## config.mk

```make
export PLATFORM = sky130hd
export DESIGN_NAME = hd44780_4bit_writer_flat
export DESIGN_NICKNAME = d
export VERILOG_FILES = /design/src/sv/hdw_pkg.sv /design/src/sv/hdw_req_if.sv /design/src/sv/hdw_res_if.sv /design/src/sv/hd44780_4bit_writer.sv /design/src/flat_wrapper.sv
export SDC_FILE = /design/constraint.sdc
export NUM_CORES = 1
export LEC_CHECK = 0
export BUFFER_PORTS_ARGS = -buffer_cell sky130_fd_sc_hd__buf_2
export CAP_MARGIN = 20
export CORE_MARGIN = 1
export CORE_UTILIZATION = 34
export DETAILED_ROUTE_END_ITERATION = 8
export HOLD_SLACK_MARGIN = 0.1
export RECOVER_POWER = 100
export SYNTH_ARGS = -nofsm -noshare
export SYNTH_HDL_FRONTEND = slang
export SYNTH_SLANG_ARGS = --single-unit
```

## constraint.sdc

```tcl
create_clock -name clk -period 2.9 [get_ports clk]
set_input_delay 0.435 -clock clk [delete_from_list [all_inputs] [get_ports clk]]
set_output_delay 0.435 -clock clk [all_outputs]
set_load 0.005 [all_outputs]
```

## src/sv/hdw_pkg.sv

```systemverilog
// Package for the 4-bit character LCD writer: request codes, sequence kinds,
// the power-up nibble program and the pin action helper.
// No dependencies.
`timescale 1ns / 1ps
`default_nettype none
package hdw_pkg;

	// request codes carried in the operation field
	typedef enum logic [2:0] {
		OP_TICK   = 3'd0,
		OP_INIT   = 3'd1,
		OP_CMD    = 3'd2,
		OP_CHAR   = 3'd3,
		OP_CURSOR = 3'd4,
		OP_CLEAR  = 3'd5
	} op_t;

	// kind of sequence that is running
	typedef enum logic [2:0] {
		KIND_NONE  = 3'd0,
		KIND_INIT  = 3'd1,
		KIND_CMD   = 3'd2,
		KIND_CHAR  = 3'd3,
		KIND_CLEAR = 3'd4
	} kind_t;

	localparam int unsigned POWER_UP_WAIT_TICKS_DEF = 50;
	localparam int unsigned WAIT_W                  = 6;
	localparam int unsigned STEP_W                  = 5;
	localparam int unsigned INIT_NIBBLES            = 12;
	localparam logic [STEP_W-1:0] INIT_STEPS = STEP_W'(2 * INIT_NIBBLES);
	localparam logic [STEP_W-1:0] BYTE_STEPS = STEP_W'(4);
	localparam logic [7:0] CMD_CLEAR  = 8'h01;
	localparam logic [7:0] CMD_HOME   = 8'h02;
	localparam logic [5:0] COLUMN_MAX = 6'd39;

	// one pin action: new nibble (when raising), enable level, wait ticks
	typedef struct packed {
		logic              load_nib;
		logic [3:0]        nib;
		logic              en;
		logic [WAIT_W-1:0] wait_cnt;
	} action_t;

	// power-up program nibbles
	function automatic logic [3:0] init_nibble(input logic [3:0] n);
		logic [3:0] r;
		case (n)
			4'd0:    r = 4'h3;
			4'd1:    r = 4'h3;
			4'd2:    r = 4'h3;
			4'd3:    r = 4'h2;
			4'd4:    r = 4'h2;
			4'd5:    r = 4'h8;
			4'd6:    r = 4'h0;
			4'd7:    r = 4'hC;
			4'd8:    r = 4'h0;
			4'd9:    r = 4'h1;
			4'd10:   r = 4'h0;
			default: r = 4'h6;
		endcase
		return r;
	endfunction

	// extra ticks after each power-up nibble
	function automatic logic [2:0] init_extra(input logic [3:0] n);
		logic [2:0] r;
		case (n)
			4'd0:    r = 3'd5;
			4'd1:    r = 3'd1;
			4'd2:    r = 3'd1;
			4'd5:    r = 3'd1;
			4'd7:    r = 3'd1;
			4'd9:    r = 3'd4;
			4'd11:   r = 3'd1;
			default: r = 3'd0;
		endcase
		return r;
	endfunction

	// pin action for a given step of the running sequence
	function automatic action_t do_action(input logic [STEP_W-1:0] step, input kind_t kind,
			input logic [7:0] latch);
		logic [3:0] n;
		logic [3:0] nib;
		logic [2:0] extra;
		action_t    a;
		n = step[4:1];
		if (n > 4'(INIT_NIBBLES - 1))
			n = 4'(INIT_NIBBLES - 1);
		if (kind == KIND_INIT) begin
			nib   = init_nibble(n);
			extra = init_extra(n);
		end else begin
			nib   = step[1] ? latch[3:0] : latch[7:4];
			extra = 3'd0;
			if (step[1]) begin
				if (kind == KIND_CLEAR)
					extra = 3'd4;
				else if (kind == KIND_CMD && (latch == CMD_CLEAR || latch == CMD_HOME))
					extra = 3'd2;
			end
		end
		if (!step[0]) begin
			a.load_nib = 1'b1;
			a.nib      = nib;
			a.en       = 1'b1;
			a.wait_cnt = WAIT_W'(1);
		end else begin
			a.load_nib = 1'b0;
			a.nib      = nib;
			a.en       = 1'b0;
			a.wait_cnt = WAIT_W'(1) + WAIT_W'(extra);
		end
		return a;
	endfunction

endpackage
`default_nettype wire

```

## src/sv/hdw_req_if.sv

```systemverilog
// Request channel of the LCD writer: valid/ready handshake and request payload.
// No dependencies.
`timescale 1ns / 1ps
`default_nettype none
interface hdw_req_if;
	logic       valid;
	logic       ready;
	logic [2:0] operation;
	logic [7:0] value;
	logic       row;
	logic [5:0] column;

	modport source (output valid, operation, value, row, column, input ready);
	modport sink   (input valid, operation, value, row, column, output ready);
endinterface
`default_nettype wire

```

## src/sv/hdw_res_if.sv

```systemverilog
// Result channel of the LCD writer: valid/ready handshake and pin levels.
// No dependencies.
`timescale 1ns / 1ps
`default_nettype none
interface hdw_res_if;
	logic       valid;
	logic       ready;
	logic       rs_level;
	logic       enable_level;
	logic [3:0] data_nibble;
	logic       busy_res;
	logic       rejected;

	modport source (output valid, rs_level, enable_level, data_nibble, busy_res, rejected,
		input ready);
	modport sink   (input valid, rs_level, enable_level, data_nibble, busy_res, rejected,
		output ready);
endinterface
`default_nettype wire

```

## src/sv/hd44780_4bit_writer.sv

```systemverilog
// Top level of the 4-bit character LCD writer: sequencer state and result register.
// Depends on hdw_pkg, hdw_req_if and hdw_res_if.
// The result of an accepted request is registered in the output register.
// Throughput: one request per cycle while not stalled; state updates on acceptance.
// Ready stays high while the output register is empty or is being drained.
// Reset clears the sequencer to idle with all pins low and the output register empty.
`timescale 1ns / 1ps
`default_nettype none
module hd44780_4bit_writer #(
	parameter int unsigned POWER_UP_WAIT_TICKS = hdw_pkg::POWER_UP_WAIT_TICKS_DEF
) (
	input  wire         clk,
	input  wire         arst_n,
	hdw_req_if.sink     req,
	hdw_res_if.source   res
);
	import hdw_pkg::*;

	localparam logic [WAIT_W-1:0] POWER_UP_WAIT = WAIT_W'(POWER_UP_WAIT_TICKS);

	// sequencer state
	logic [STEP_W-1:0] step_q;
	logic [WAIT_W-1:0] wait_q;
	logic [7:0]        latch_q;
	kind_t             kind_q;
	logic              rs_q;
	logic              en_q;
	logic [3:0]        nib_q;

	logic [STEP_W-1:0] step_d;
	logic [WAIT_W-1:0] wait_d;
	logic [7:0]        latch_d;
	kind_t             kind_d;
	logic              rs_d;
	logic              en_d;
	logic [3:0]        nib_d;
	logic              rej_d;

	logic              busy;
	logic [WAIT_W-1:0] wait_dec;
	logic [STEP_W-1:0] seq_len;
	logic [5:0]        col_sat;
	action_t           act;

	// output register
	logic       out_valid_q;
	logic       out_rs_q;
	logic       out_en_q;
	logic [3:0] out_nib_q;
	logic       out_busy_q;
	logic       out_rej_q;

	logic accept;

	assign req.ready = !out_valid_q || res.ready;
	assign accept    = req.valid && req.ready;

	assign busy     = (kind_q != KIND_NONE);
	assign wait_dec = (wait_q != '0) ? wait_q - WAIT_W'(1) : '0;
	assign seq_len  = (kind_q == KIND_INIT) ? INIT_STEPS : BYTE_STEPS;
	assign col_sat  = (req.column > COLUMN_MAX) ? COLUMN_MAX : req.column;
	assign act      = do_action(step_q, kind_q, latch_q);

	// next state for the request at the input
	always_comb begin
		step_d  = step_q;
		wait_d  = wait_q;
		latch_d = latch_q;
		kind_d  = kind_q;
		rs_d    = rs_q;
		en_d    = en_q;
		nib_d   = nib_q;
		rej_d   = 1'b0;
		case (op_t'(req.operation))
			OP_TICK: begin
				if (busy) begin
					wait_d = wait_dec;
					if (wait_dec == '0) begin
						if (step_q < seq_len) begin
							en_d   = act.en;
							wait_d = act.wait_cnt;
							if (act.load_nib)
								nib_d = act.nib;
							step_d = step_q + STEP_W'(1);
						end else begin
							kind_d = KIND_NONE;
							step_d = '0;
						end
					end
				end
			end
			OP_INIT: begin
				if (busy) begin
					rej_d = 1'b1;
				end else begin
					kind_d = KIND_INIT;
					rs_d   = 1'b0;
					step_d = '0;
					wait_d = POWER_UP_WAIT;
				end
			end
			OP_CMD, OP_CHAR, OP_CURSOR, OP_CLEAR: begin
				if (busy) begin
					rej_d = 1'b1;
				end else begin
					case (op_t'(req.operation))
						OP_CMD: begin
							kind_d  = KIND_CMD;
							latch_d = req.value;
							rs_d    = 1'b0;
						end
						OP_CHAR: begin
							kind_d  = KIND_CHAR;
							latch_d = req.value;
							rs_d    = 1'b1;
						end
						OP_CURSOR: begin
							kind_d  = KIND_CMD;
							latch_d = {1'b1, req.row, col_sat};
							rs_d    = 1'b0;
						end
						default: begin
							kind_d  = KIND_CLEAR;
							latch_d = CMD_CLEAR;
							rs_d    = 1'b0;
						end
					endcase
					// first action: high nibble out, enable raised
					nib_d  = latch_d[7:4];
					en_d   = 1'b1;
					wait_d = WAIT_W'(1);
					step_d = STEP_W'(1);
				end
			end
			default: begin
			end
		endcase
	end

	// sequencer state register
	always_ff @(posedge clk or negedge arst_n) begin
		if (!arst_n) begin
			step_q  <= '0;
			wait_q  <= '0;
			latch_q <= '0;
			kind_q  <= KIND_NONE;
			rs_q    <= 1'b0;
			en_q    <= 1'b0;
			nib_q   <= '0;
		end else if (accept) begin
			step_q  <= step_d;
			wait_q  <= wait_d;
			latch_q <= latch_d;
			kind_q  <= kind_d;
			rs_q    <= rs_d;
			en_q    <= en_d;
			nib_q   <= nib_d;
		end
	end

	// output valid flag
	always_ff @(posedge clk or negedge arst_n) begin
		if (!arst_n) begin
			out_valid_q <= 1'b0;
		end else if (accept) begin
			out_valid_q <= 1'b1;
		end else if (res.ready) begin
			out_valid_q <= 1'b0;
		end
	end

	// output payload
	always_ff @(posedge clk) begin
		if (accept) begin
			out_rs_q   <= rs_d;
			out_en_q   <= en_d;
			out_nib_q  <= nib_d;
			out_busy_q <= (kind_d != KIND_NONE);
			out_rej_q  <= rej_d;
		end
	end

	assign res.valid        = out_valid_q;
	assign res.rs_level     = out_rs_q;
	assign res.enable_level = out_en_q;
	assign res.data_nibble  = out_nib_q;
	assign res.busy_res     = out_busy_q;
	assign res.rejected     = out_rej_q;

endmodule
`default_nettype wire

```

## src/flat_wrapper.sv

```systemverilog
// flat-port wrapper written by rule: the top's interface ports become plain ports
module hd44780_4bit_writer_flat import hdw_pkg::*;
#(
	parameter int unsigned POWER_UP_WAIT_TICKS = hdw_pkg::POWER_UP_WAIT_TICKS_DEF
)
  (clk, arst_n, req_valid, req_operation, req_value, req_row, req_column, req_ready, res_valid, res_rs_level, res_enable_level, res_data_nibble, res_busy_res, res_rejected, res_ready);
  hdw_req_if req_i ();
  hdw_res_if res_i ();
  input  wire clk;
  input  wire arst_n;
  input wire logic [$bits(req_i.valid)-1:0] req_valid;
  input wire logic [$bits(req_i.operation)-1:0] req_operation;
  input wire logic [$bits(req_i.value)-1:0] req_value;
  input wire logic [$bits(req_i.row)-1:0] req_row;
  input wire logic [$bits(req_i.column)-1:0] req_column;
  output wire logic [$bits(req_i.ready)-1:0] req_ready;
  output wire logic [$bits(res_i.valid)-1:0] res_valid;
  output wire logic [$bits(res_i.rs_level)-1:0] res_rs_level;
  output wire logic [$bits(res_i.enable_level)-1:0] res_enable_level;
  output wire logic [$bits(res_i.data_nibble)-1:0] res_data_nibble;
  output wire logic [$bits(res_i.busy_res)-1:0] res_busy_res;
  output wire logic [$bits(res_i.rejected)-1:0] res_rejected;
  input wire logic [$bits(res_i.ready)-1:0] res_ready;
  assign req_i.valid = req_valid;
  assign req_i.operation = req_operation;
  assign req_i.value = req_value;
  assign req_i.row = req_row;
  assign req_i.column = req_column;
  assign req_ready = req_i.ready;
  assign res_valid = res_i.valid;
  assign res_rs_level = res_i.rs_level;
  assign res_enable_level = res_i.enable_level;
  assign res_data_nibble = res_i.data_nibble;
  assign res_busy_res = res_i.busy_res;
  assign res_rejected = res_i.rejected;
  assign res_i.ready = res_ready;
  hd44780_4bit_writer #(.POWER_UP_WAIT_TICKS(POWER_UP_WAIT_TICKS)) u_core (.clk(clk), .arst_n(arst_n), .req(req_i), .res(res_i));
endmodule
```

Word-level counts from Yosys, hierarchy flattened. Memory sizes are Yosys's and may differ from the RTL's. Cells that the tools add are included.

Memories kept: 1. Logic and storage cells: 112. Latch bits: 0. Register bits: 37. Memory bits (read-only): 64. Output and inout port bits: 10. Input bits: 22. Bits in writable memories: 0.

Memory list: (name not given) (depth 16, bits a word 4, rd ports 1, clocked after memory_dff 0, write ports 0, RTL line hdw_pkg.sv:48) `case (n)`.

Mux-type cells: 50. Div/mod/pow operators: 0. $add $sub $neg: 3. $lt $le $gt $ge: 3. Multipliers: 0. Reduce and logical (&&, ||, !) cells: 21. Equal/unequal tests: 20. Shift-type cells: 0. Bitwise logic cells: 1.

Operators by type and width (number): two-way mux 6 bit (7); two-way mux 4 bit (8); two-way mux 5 bit (6); two-way mux 3 bit (8); one-hot mux 3 bit (3 select lines) (2); one-hot mux 6 bit (3 select lines) (1); one-hot mux 8 bit (2 select lines) (1); one-hot mux 5 bit (3 select lines) (1); two-way mux 12 bit (1); two-way mux 1 bit (10); OR reduction 5 bit (2); equality test 3 x 2 -> 1 bit (second input constant) (3); equality test 3 bit (second input constant) (3); nonzero test 3 bit (3); equality test 4 x 3 -> 1 bit (second input constant) (2); equality test 4 bit (second input constant) (2); equality test 8 x 1 -> 1 bit (second input constant) (1); equality test 8 x 2 -> 1 bit (second input constant) (1); one-hot mux 4 bit (2 select lines) (1); equality test 3 x 1 -> 1 bit (second input constant) (2); > comparator 6 bit (second input constant) (1); zero test 6 bit (1); one-hot mux 3 bit (2 select lines) (1); AND reduction 6 bit (1); other kinds (23) (29).

Depth between registers and ports, before layout. Gate-level depths: netlist of run 1.

Depth after elaboration: 14. Depth in mapped cells: 9. Gate-level depth less buffers: 8.

Worst setup path after synthesis of run 1. No wires, ideal clock.

Kind: register -> register. Start point: register u_core.kind_q[2]. End point: register u_core.out_nib_q[2] (netlist: u_core.res.data_nibble[2]) (data pin). Path slack: 39 ps. Buffers on the path: 1. Library setup time: 261 ps. Period minus slack after synthesis: 2861 ps. Data arrival time: 2600 ps. Cell stages (with the launch flop): 10. Cell sequence: dfrtp_1 > nor3b_1 > buf_2 > inv_1 > ha_1 > or3_1 > o22a_1 > nor4_4 > o21ai_1 > a221o_1.

Word-level cells in the longest chain between the ends: 8.

Ends and longest elaborated chain: from (decl) (RTL line hd44780_4bit_writer.sv:25) `kind_t kind_q;`; from (signal assigned) (RTL line hd44780_4bit_writer.sv:154) `kind_q <= kind_d;`; parallel branches: the longest is 7 deep, another holds less-than comparator 5 bit; one-hot mux 4 bit (2 select lines) (*) (RTL line hd44780_4bit_writer.sv:74) `case (op_t'(req.operation))`; net u_core.nib_d[2] (RTL line hd44780_4bit_writer.sv:36) `logic [3:0] nib_d;`; to (signal assigned) (RTL line hd44780_4bit_writer.sv:177) `out_nib_q <= nib_d;`; to (decl) (RTL line hd44780_4bit_writer.sv:49) `logic [3:0] out_nib_q;`.

Mark *: on every way through the listed nets, which the timed path passes. A chain may end at the register's enable or synchronous reset.

Worst setup path after layout of run 1.
Start point: register u_core.kind_q[1]. End point: register u_core.out_nib_q[2] (netlist: u_core.res.data_nibble[2]) (data pin).

The elaborated chain is that of the path after synthesis.

==> run summary, run 1 <==
STATUS
----------------------------------------------------------------------------------
Outcome ............................................................. complete, but fails checks
Failing checks ...................................................... capacitance limit, slew limit

LOGIC SYNTHESIS
----------------------------------------------------------------------------------
Most used flip-flop cell after synthesis ............................      dfrtp_1
Combinational family with the most area after synthesis ............. compound AO/OA/AOI/OAI gates
Sequential element share of the synthesized area ....................        0.369
Share of synthesized area spent on multiplexers .....................       0.0287
Cells after synthesis ...............................................          296
Net Count, Synth ....................................................          326
Netlist area before placement .......................................  0.00262 mm2
Post-Syn Area per Cell ..............................................     8.85 um2
Count of flip-flops with a built-in enable after synthesis ..........            8
Number of warnings issued by yosys ..................................            0
Post-synth top area cell ............................................      dfrtp_1
Synthesized-area fraction occupied by xor and xnor cells ............       0.0134
Adder-cell share of the synthesized area ............................       0.0382
Number of different library cells in the post-synthesis netlist .....           64
Area fraction of the dominant cell type after synthesis .............        0.277
Synth async-reset ratio .............................................        0.784
Simple logic cell fraction of the synthesized area ..................        0.225
Compound-gate portion of the synthesized area .......................        0.274
Top cells by area in the synthesized netlist ........................ dfrtp_1, edfxtp_1, o21ai_0, nand2_1, ha_1
Flip-flop and latch count after synthesis ...........................           37

CTS
----------------------------------------------------------------------------------
Worst-path clk slew .................................................      0.08 ns
Maximum clock path buffer count .....................................            2
H-tree depth ........................................................            2
CTS Buf Count .......................................................            5
TritonCTS clock tree ................................................         done
Clock root buffer ...................................................     clkbuf_8
CTS sink count ......................................................           37
Number of buffers inserted by post-CTS setup repair .................            0
Worst-skew pair later-pin latency ...................................      0.30 ns

FLOORPLANNING
----------------------------------------------------------------------------------
Number of top-level design ports ....................................           32
Die span in y .......................................................      89.8 um
Site row count ......................................................           31
Initial standard-cell utilization of the core .......................        0.357
Core Footprint ......................................................  0.00733 mm2
Die span in x .......................................................      89.8 um
Area of the die .....................................................  0.00806 mm2

TIMING
----------------------------------------------------------------------------------
Aggregate negative setup slack ......................................         0 ns
Period utilization ..................................................        0.935
Setup-failing EPs final .............................................            0
Final min period ....................................................      2.71 ns
Final worst setup slack .............................................     0.189 ns
Worst-margin pin slew ...............................................      1.60 ns
Remaining max-slew budget at the tightest pin .......................      -0.0662
Max-slew violation count ............................................           30
Count of final hold-check violations ................................            0
Layout Skew .........................................................   0.00667 ns
Setup repair after global routing missed its margin .................        false
Upper clock frequency limit .........................................      369 MHz

FINAL LAYOUT
----------------------------------------------------------------------------------
Signed area change from the synthesized netlist to the final layout .        14.3%
Final non-filler cell area ..........................................  0.00299 mm2
Final #Nets .........................................................          365
Antenna diodes ......................................................            0
Area of combinational cells with multiple inputs ....................  0.00151 mm2
Storage cell area ...................................................      966 um2
Fillers .............................................................          756
Share of final-layout standard cells stronger than drive strength 1 .        0.164

GLOBAL ROUTE
----------------------------------------------------------------------------------
Global-route met2 utilization .......................................        0.283
Pin count of the biggest net entering global routing ................           30
Total routing resource utilization after global routing .............        0.184
GR met3 Demand/Resource .............................................       0.0381
Met1 demand-to-capacity share in global routing .....................        0.252
Total congestion overflow ...........................................            0
Antenna violations before repair ....................................            0
Routing layer with the top usage in global route ....................         met2
Via count of the first global-routing pass ..........................         2413
Global-route wire length before repair ..............................      11.8 mm

FLOW RUN
----------------------------------------------------------------------------------
Total of max-cap violations .........................................            1

PLACEMENT
----------------------------------------------------------------------------------
Dpl hpwl ............................................................      5.13 mm
Worst setup timing slack at the placement stage .....................    0.0882 ns
Placed instance area ................................................  0.00294 mm2
Global placer's final weighted congestion ...........................        0.861
Port bufs ...........................................................           31

PWR
----------------------------------------------------------------------------------
Static Leakage ......................................................      1.20 nW
Max VDD drop ........................................................       332 uV
Ratio of total power to cell area ...................................   821 mW/mm2

CRITICAL PATH
----------------------------------------------------------------------------------
Launching instance or port of the critical path ..................... u_core.kind_q[1]
Critical R2R Launch ................................................. u_core.kind_q[1]
Worst Path Class, Setup .............................................      reg2reg
CP Data Arrival Time ................................................      2.76 ns
Max Fanout on Critical Path .........................................            9
Kind of start point of the critical path ............................    flip-flop
Kind of end point of the critical path ..............................    flip-flop
Crit path required time .............................................      2.95 ns
Reg-to-reg slack, setup .............................................      0.19 ns

ROUTING
----------------------------------------------------------------------------------
Final antenna-violating net count ...................................            0
Aggregate routed wire length ........................................      6.89 mm
Drt pass-1 iters ....................................................            4
Drt wl/cell .........................................................      15.8 um
DRC violation count after routing ...................................            0
Via-per-instance ratio ..............................................         5.59
Detailed-route via count ............................................         2432
Detailed router's first-iteration violation count ...................          149

MIN PATH
----------------------------------------------------------------------------------
Hold/Removal Path Class .............................................       in2reg
Hold Path Origin ....................................................    req_valid

-- per-layer routing --
layer,vias up,wire (um)
li1,1201,-
met1,1138,3220
met2,83,3100
met3,10,443
met4,0,127
met5,-,0
-- cell type report --
class / count / area share
multi-input combinational: 230 / 0.505
inverter: 12 / 0.0151
tap: 99 / 0.0414
sequential: 37 / 0.323
clock inverter: 2 / 0.00334
clock buffer: 6 / 0.0242
timing repair buffer: 49 / 0.0878
-- cell usage after synthesis (2+ instances only) --
master,instances
a2111oi_0,3
a211o_1,2
a211oi_1,7
a21o_1,4
a21oi_1,16
a221o_1,3
a22oi_1,4
a31oi_1,9
and2_1,2
buf_2,4
buf_4,2
buf_6,2
clkbuf_1,8
dfrtp_1,29
edfxtp_1,8
ha_1,8
inv_1,11
mux2_2,2
mux2i_1,3
nand2_1,28
nand2b_1,8
nand3_1,3
nand3b_1,3
nand4_1,2
nor2_1,20
nor2b_1,4
nor3_1,8
nor3b_1,7
nor4_1,2
o211ai_1,4
o21a_1,3
o21ai_0,24
o22ai_1,3
o2bb2ai_1,3
o31ai_1,10
o41ai_1,3
or3_1,4
or3b_2,2
xnor2_1,2
xor2_1,2
-- worst max-delay path, cell delays in order (launching register included) --
cell	delay, ns
dfrtp_1	0.44
nor3b_2	0.24
inv_1	0.09
ha_1	0.21
or3_1	0.39
o22a_1	0.33
nor4_4	0.34
o21ai_1	0.11
a221o_1	0.29
-- cell usage in the layout (no fill, tap or decap), drive strengths merged, types with 7 or more instances in the layout --
master  synthesis  final
o21ai          25     25
clkbuf          8     15
a21oi          16     16
nor3b           7      7
nor3            9      9
a211oi          7      7
nand2          28     28
o31ai          10     10
dfrtp          29     29
nand2b          9      9
edfxtp          8      8
a31oi           9      9
ha              8      8
nor2           20     20
buf             9     40
inv            11     11
-- metrics by stage --
stage          hold slack (ns)  utilization  instances  total power, mW
3_5_place_dp             0.498        0.401        427             2.11
3_3_place_gp             0.496        0.401        427             2.10
5_1_grt                  0.346        0.408        435             2.68
6_report                 0.344        0.408        435             2.46
4_1_cts                  0.197        0.413        435             2.48
2_1_floorplan            0.139            -        296             1.80
-- cells by family (layout without fill, tap and decap cells) --
logic type | Yosys count | after routing
AND/OR/NAND/NOR | 105 | 105
AO/OA/AOI/OAI | 107 | 107
flip-flops | 37 | 37
buffers and inverters | 29 | 69
multiplexers | 6 | 6
XOR/XNOR | 4 | 4
adder cells (fa/ha/maj) | 8 | 8
-- registers in the layout, indices dropped and copies added, names as in the netlist --
register and flops:
u_core.rs_q 1, u_core.nib_q 4, u_core.res.busy_res 1, u_core.en_q 1, u_core.wait_q 6, u_core.latch_q 8
u_core.step_q 5, u_core.res.enable_level 1, u_core.res.rs_level 1, u_core.kind_q 3, u_core.res.valid 1, u_core.res.data_nibble 4
u_core.res.rejected 1
-- path summary, 6_finish.rpt --
check,to,cells past startpoint
max in group asynchronous,u_core.kind_q[2],1
worst min register to register,u_core.rs_q,1
worst max-delay path,u_core.res.data_nibble[2],8
worst max register to register,u_core.res.data_nibble[2],8
min in group asynchronous,u_core.nib_q[2],1
worst min-delay path,u_core.res.valid,2
-- timing repair --
action                     in CTS  in global routing
hold buffers                    0                  0
setup endpoints to repair       0                  2
resized for setup               0                  1
-- report_power, final --
part / switching, mW / internal, mW / total [mW]
clock network: 0.195 / 0.167 / 0.362
registers: 0.215 / 0.724 / 0.939
logic: 0.673 / 0.483 / 1.16
total: 1.08 / 1.37 / 2.46
Note: power is estimated with default switching activity, not from simulation.
==> run 2: changes to the inputs <==
--- a/config.mk
+++ b/config.mk
@@ -6,11 +6,13 @@
 export NUM_CORES = 1
 export LEC_CHECK = 0
 export BUFFER_PORTS_ARGS = -buffer_cell sky130_fd_sc_hd__buf_2
-export CAP_MARGIN = 20
+export CELL_PAD_IN_SITES_DETAIL_PLACEMENT = 1
+export CELL_PAD_IN_SITES_GLOBAL_PLACEMENT = 1
 export CORE_MARGIN = 1
 export CORE_UTILIZATION = 34
 export DETAILED_ROUTE_END_ITERATION = 8
 export HOLD_SLACK_MARGIN = 0.1
+export PLACE_DENSITY_LB_ADDON = 0.1
 export RECOVER_POWER = 100
 export SYNTH_ARGS = -nofsm -noshare
 export SYNTH_HDL_FRONTEND = slang
==> run 2 against run 1 <==
Against the previous run: the run still ends with capacitance limit, slew limit left; design area grew 0.54%; clock power grew 12%; highest routed layer unchanged; critical path depth is the same; critical path type unchanged; register-to-register slack is essentially flat; largest cell class unchanged.
==> run summary, run 2 (same netlist as run 1, synthesis figures left out) <==
CTS
----------------------------------------------------------------------------------
Hold-fix buffer count after cts .....................................            0
TritonCTS clock tree ................................................         done
Worst-path clk slew .................................................      0.08 ns
Maximum clock path buffer count .....................................            2
H-tree depth ........................................................            2
Worst-skew pair later-pin latency ...................................      0.29 ns
Clock root buffer ...................................................     clkbuf_8
CTS sink count ......................................................           37
CTS Buf Count .......................................................            5

FLOORPLANNING
----------------------------------------------------------------------------------
Core Footprint ......................................................  0.00733 mm2
Die span in x .......................................................      89.8 um
Number of top-level design ports ....................................           32
Site row count ......................................................           31
Die span in y .......................................................      89.8 um
Initial standard-cell utilization of the core .......................        0.357
Area of the die .....................................................  0.00806 mm2

FINAL LAYOUT
----------------------------------------------------------------------------------
Leading registers by flop count ..................................... u_core.latch_q x8, u_core.wait_q x6, u_core.step_q x5
Share of the core filled with cells .................................        0.410
Filler-free cell count of the finished design .......................          436
Commonest non-fill, non-tap cell in the layout ......................      dfrtp_1
Register with the highest flop count ................................ u_core.latch_q
Most frequent cells in the layout ................................... dfrtp_1, nand2_1, o21ai_0, buf_2, nor2_1
Antenna diodes ......................................................            0
Max reg flops .......................................................            8
Share of final-layout standard cells stronger than drive strength 1 .        0.160
Signed area change from the synthesized netlist to the final layout .        14.9%
Final non-filler cell area ..........................................  0.00301 mm2
Final #Nets .........................................................          366

CRITICAL PATH
----------------------------------------------------------------------------------
Slowest-stage cell, CP ..............................................      dfrtp_1
Kind of end point of the critical path ..............................    flip-flop
Kind of start point of the critical path ............................    flip-flop
Worst Path Class, Setup .............................................      reg2reg
Worst-path cell chain ............................................... nor3b_1 -> inv_1 -> ha_1 -> or3_1 -> o22a_2 -> nor4_4 -> o21ai_0 -> a221o_1
Buf+Inv Stages, Crit Path ...........................................            1
CP top delay family ................................................. simple AND/OR/NAND/NOR gates
Max incr delay on CP ................................................      0.39 ns
Max Fanout on Critical Path .........................................            9
Crit path required time .............................................      2.94 ns
CP Data Arrival Time ................................................      2.74 ns

GLOBAL ROUTE
----------------------------------------------------------------------------------
Total congestion overflow ...........................................            0
Pin count of the biggest net entering global routing ................           30
Total routing resource utilization after global routing .............        0.209
Via count of the first global-routing pass ..........................         2464
Antenna violations before repair ....................................            0
Global-route wire length before repair ..............................      13.3 mm

TIMING
----------------------------------------------------------------------------------
Layout Skew .........................................................   0.00567 ns
Worst hold slack ....................................................     0.353 ns
Max-slew violation count ............................................           30
Upper clock frequency limit .........................................      369 MHz
Setup repair after global routing missed its margin .................        false
Final worst setup slack .............................................     0.194 ns
Setup-failing EPs final .............................................            0
Period utilization ..................................................        0.933
Remaining max-slew budget at the tightest pin .......................       -0.121
Count of final hold-check violations ................................            0
Final min period ....................................................      2.71 ns
Worst-margin pin slew ...............................................      1.68 ns
Aggregate negative setup slack ......................................         0 ns

PLACEMENT
----------------------------------------------------------------------------------
Placed instance area ................................................  0.00295 mm2
Worst setup timing slack at the placement stage .....................    0.0969 ns
Dpl hpwl ............................................................      6.10 mm
Port bufs ...........................................................           31
Count of placed standard cells including taps .......................          428
Global placer's final weighted congestion ...........................        0.776

MIN PATH
----------------------------------------------------------------------------------
Hold/Removal Path Class .............................................       in2reg

STATUS
----------------------------------------------------------------------------------
Failing checks ...................................................... capacitance limit, slew limit
Outcome ............................................................. complete, but fails checks

ROUTING
----------------------------------------------------------------------------------
Top routing layer in use ............................................         met4
Via-per-instance ratio ..............................................         5.66
DRC violation count after routing ...................................            0
Met2 wire length ....................................................      3.67 mm
Detailed router's first-iteration violation count ...................          124
Drt pass-1 iters ....................................................            4
Routed met3 length ..................................................       331 um
Final antenna-violating net count ...................................            0
M1 WL ...............................................................      3.96 mm
Aggregate routed wire length ........................................      8.04 mm
Drt wl/cell .........................................................      18.4 um
Detailed-route via count ............................................         2467

FLOW RUN
----------------------------------------------------------------------------------
Total of max-cap violations .........................................            1

PWR
----------------------------------------------------------------------------------
Total design power ..................................................      2.58 mW
Static Leakage ......................................................      1.20 nW
Ratio of total power to cell area ...................................   856 mW/mm2
Max VDD drop ........................................................       317 uV

run 2: final cells by class:
type,count,area [um2]
Clock buffer,7,96.3
Clock inverter,1,5.00
Fill cell,867,4320
Inverter,12,45.0
Multi-Input combinational cell,230,1510
Sequential cell,37,966
Tap cell,99,124
Timing Repair Buffer,50,264
run 2: metal layers:
metal	vias to the layer above	track usage
li1	1202	-
met1	1210	0.297
met2	49	0.329
met3	6	0.0364
met4	0	0.0492
met5	-	0
run 2: timing repair:
item	CTS	global route
gates resized for setup	0	1
setup buffers	0	0
endpoints found under the setup margin	0	3
run 2: worst paths after layout:
| check | endpoint | cells past startpoint | startpoint | slack [ns] |
|---|---|---|---|---|
| min in group asynchronous | u_core.step_q[1] | 1 | arst_n | 0.57 |
| max reg2reg | u_core.res.data_nibble[2] | 8 | u_core.kind_q[1] | 0.19 |
| max | u_core.res.data_nibble[2] | 8 | u_core.kind_q[1] | 0.19 |
| min | u_core.res.valid | 2 | req_valid | 0.35 |
| max in group asynchronous | u_core.nib_q[2] | 1 | arst_n | 1.36 |
| min reg2reg | u_core.rs_q | 1 | u_core.rs_q | 0.51 |
run 2: where the power goes:
| group | total (mW) | leakage (nW) | switching [mW] | internal (mW) |
|---|---|---|---|---|
| combinational | 1.24 | 0.717 | 0.737 | 0.499 |
| clock | 0.405 | 0.0542 | 0.190 | 0.215 |
| sequential | 0.936 | 0.432 | 0.212 | 0.724 |
==> run 3: changes to the inputs <==
==> constraint.sdc (replaced) <==
create_clock -name clk -period 2.91 [get_ports clk]
set_input_delay 0.4365 -clock clk [delete_from_list [all_inputs] [get_ports clk]]
set_output_delay 0.4365 -clock clk [all_outputs]
set_load 0.005 [all_outputs]
==> run 3 against run 2 <==
Against the previous run: the run still ends with capacitance limit, slew limit left; critical path depth is the same; sequential cell count is the same; worst setup slack lost 0.035 ns; register-to-register slack lost 0.03 ns; first-iteration DRC count shrank 19%; clock skew grew 0.0077 ns; highest routed layer unchanged.
==> run summary, run 3 (same netlist as run 1, synthesis figures left out) <==
GLOBAL ROUTE
----------------------------------------------------------------------------------
Total congestion overflow ...........................................            0
Via count of the first global-routing pass ..........................         2500
Global-route wire length before repair ..............................      13.0 mm
Antenna violations before repair ....................................            0
GR met3 Demand/Resource .............................................       0.0237
Routing layer with the top usage in global route ....................         met2
Global-route met2 utilization .......................................        0.314
Pin count of the biggest net entering global routing ................           30
Total routing resource utilization after global routing .............        0.203
Met1 demand-to-capacity share in global routing .....................        0.301

CTS
----------------------------------------------------------------------------------
PostCTS Resize Cnt ..................................................            0
CTS Buf Count .......................................................            5
Number of buffers inserted by post-CTS setup repair .................            0
Maximum clock path buffer count .....................................            2
Hold-fix buffer count after cts .....................................            0
CTS sink count ......................................................           37
Clock root buffer ...................................................     clkbuf_8
H-tree depth ........................................................            2
Worst-skew pair later-pin latency ...................................      0.29 ns
Worst-path clk slew .................................................      0.08 ns
TritonCTS clock tree ................................................         done

ROUTING
----------------------------------------------------------------------------------
Drt pass-1 iters ....................................................            4
Drt wl/cell .........................................................      18.1 um
Detailed router's first-iteration violation count ...................          101
Aggregate routed wire length ........................................      7.90 mm
DRC violation count after routing ...................................            0
Via-per-instance ratio ..............................................         5.69
Final antenna-violating net count ...................................            0
Detailed-route via count ............................................         2479

FINAL LAYOUT
----------------------------------------------------------------------------------
Antenna diodes ......................................................            0
Leading registers by flop count ..................................... u_core.latch_q x8, u_core.wait_q x6, u_core.step_q x5
Commonest non-fill, non-tap cell in the layout ......................      dfrtp_1
Share of the core filled with cells .................................        0.409
Signed area change from the synthesized netlist to the final layout .        14.6%
Most frequent cells in the layout ................................... dfrtp_1, nand2_1, buf_2
Max reg flops .......................................................            8
Share of final-layout standard cells stronger than drive strength 1 .        0.163
Final non-filler cell area ..........................................  0.00300 mm2
Final #Nets .........................................................          366
Register with the highest flop count ................................ u_core.latch_q
Filler-free cell count of the finished design .......................          436

TIMING
----------------------------------------------------------------------------------
Worst-margin pin slew ...............................................      1.67 ns
Remaining max-slew budget at the tightest pin .......................       -0.111
Setup repair after global routing missed its margin .................        false
Final worst setup slack .............................................     0.159 ns
Count of final hold-check violations ................................            0
Period utilization ..................................................        0.945
Setup-failing EPs final .............................................            0
Upper clock frequency limit .........................................      364 MHz
Worst hold slack ....................................................     0.360 ns
Layout Skew .........................................................    0.0134 ns
Aggregate negative setup slack ......................................         0 ns
Final min period ....................................................      2.75 ns
Max-slew violation count ............................................           30

PLACEMENT
----------------------------------------------------------------------------------
Dpl hpwl ............................................................      6.07 mm
Port bufs ...........................................................           31
Placed instance area ................................................  0.00295 mm2
Count of placed standard cells including taps .......................          428
Worst setup timing slack at the placement stage .....................     0.109 ns
Global placer's final weighted congestion ...........................        0.774

PWR
----------------------------------------------------------------------------------
Ratio of total power to cell area ...................................   833 mW/mm2
Total design power ..................................................      2.50 mW
Static Leakage ......................................................      1.20 nW
Max VDD drop ........................................................       339 uV

FLOORPLANNING
----------------------------------------------------------------------------------
Site row count ......................................................           31
Die span in y .......................................................      89.8 um
Core Footprint ......................................................  0.00733 mm2
Initial standard-cell utilization of the core .......................        0.357
Die span in x .......................................................      89.8 um
Number of top-level design ports ....................................           32
Area of the die .....................................................  0.00806 mm2

FLOW RUN
----------------------------------------------------------------------------------
Total of max-cap violations .........................................            1

CRITICAL PATH
----------------------------------------------------------------------------------
Max Fanout on Critical Path .........................................            9
CP Data Arrival Time ................................................      2.80 ns
Worst Path Class, Setup .............................................      reg2reg
Crit path required time .............................................      2.96 ns
Kind of end point of the critical path ..............................    flip-flop
Kind of start point of the critical path ............................    flip-flop

MIN PATH
----------------------------------------------------------------------------------
Hold/Removal Path Class .............................................       in2reg

STATUS
----------------------------------------------------------------------------------
Failing checks ...................................................... capacitance limit, slew limit
Outcome ............................................................. complete, but fails checks

[run 3: report_power, final]
group | internal [mW] | switching (mW) | total, mW
Sequential | 0.722 | 0.204 | 0.925
Combinational | 0.501 | 0.728 | 1.23
Clock | 0.168 | 0.179 | 0.347
[run 3: worst paths after layout]
| kind | from | endpoint | slack [ns] | depth (start not counted) |
|---|---|---|---|---|
| max | u_core.kind_q[2] | u_core.res.data_nibble[2] | 0.16 | 8 |
| min in group asynchronous | arst_n | u_core.step_q[2] | 0.56 | 1 |
| max in group asynchronous | arst_n | u_core.latch_q[2] | 1.37 | 1 |
| max reg2reg | u_core.kind_q[2] | u_core.res.data_nibble[2] | 0.16 | 8 |
| min reg2reg | u_core.latch_q[5] | u_core.latch_q[5] | 0.51 | 2 |
| min | req_valid | u_core.res.valid | 0.36 | 2 |
[run 3: layout make-up]
class	count	area, um2
clock buffer	7	76.3
clock inverter	1	5.00
fill	897	4330
inverter	12	45.0
multi-input combinational	230	1510
sequential	37	966
tap	99	124
timing repair buffer	50	273
[run 3: routing by layer]
layer  vias to the layer above  share of wire
met3                         5          0.022
met5                         -              0
li1                       1203              -
met2                        39           0.45
met4                         0         0.0077
met1                      1232           0.52
[run 3: critical path: stages (launching register included)]
cell and delay [ns]:
dfrtp_1 0.38, nor3b_1 0.28, inv_1 0.10, ha_1 0.21
or3_1 0.39, o22a_1 0.34, nor4_4 0.37, o21ai_0 0.13
a221o_1 0.30
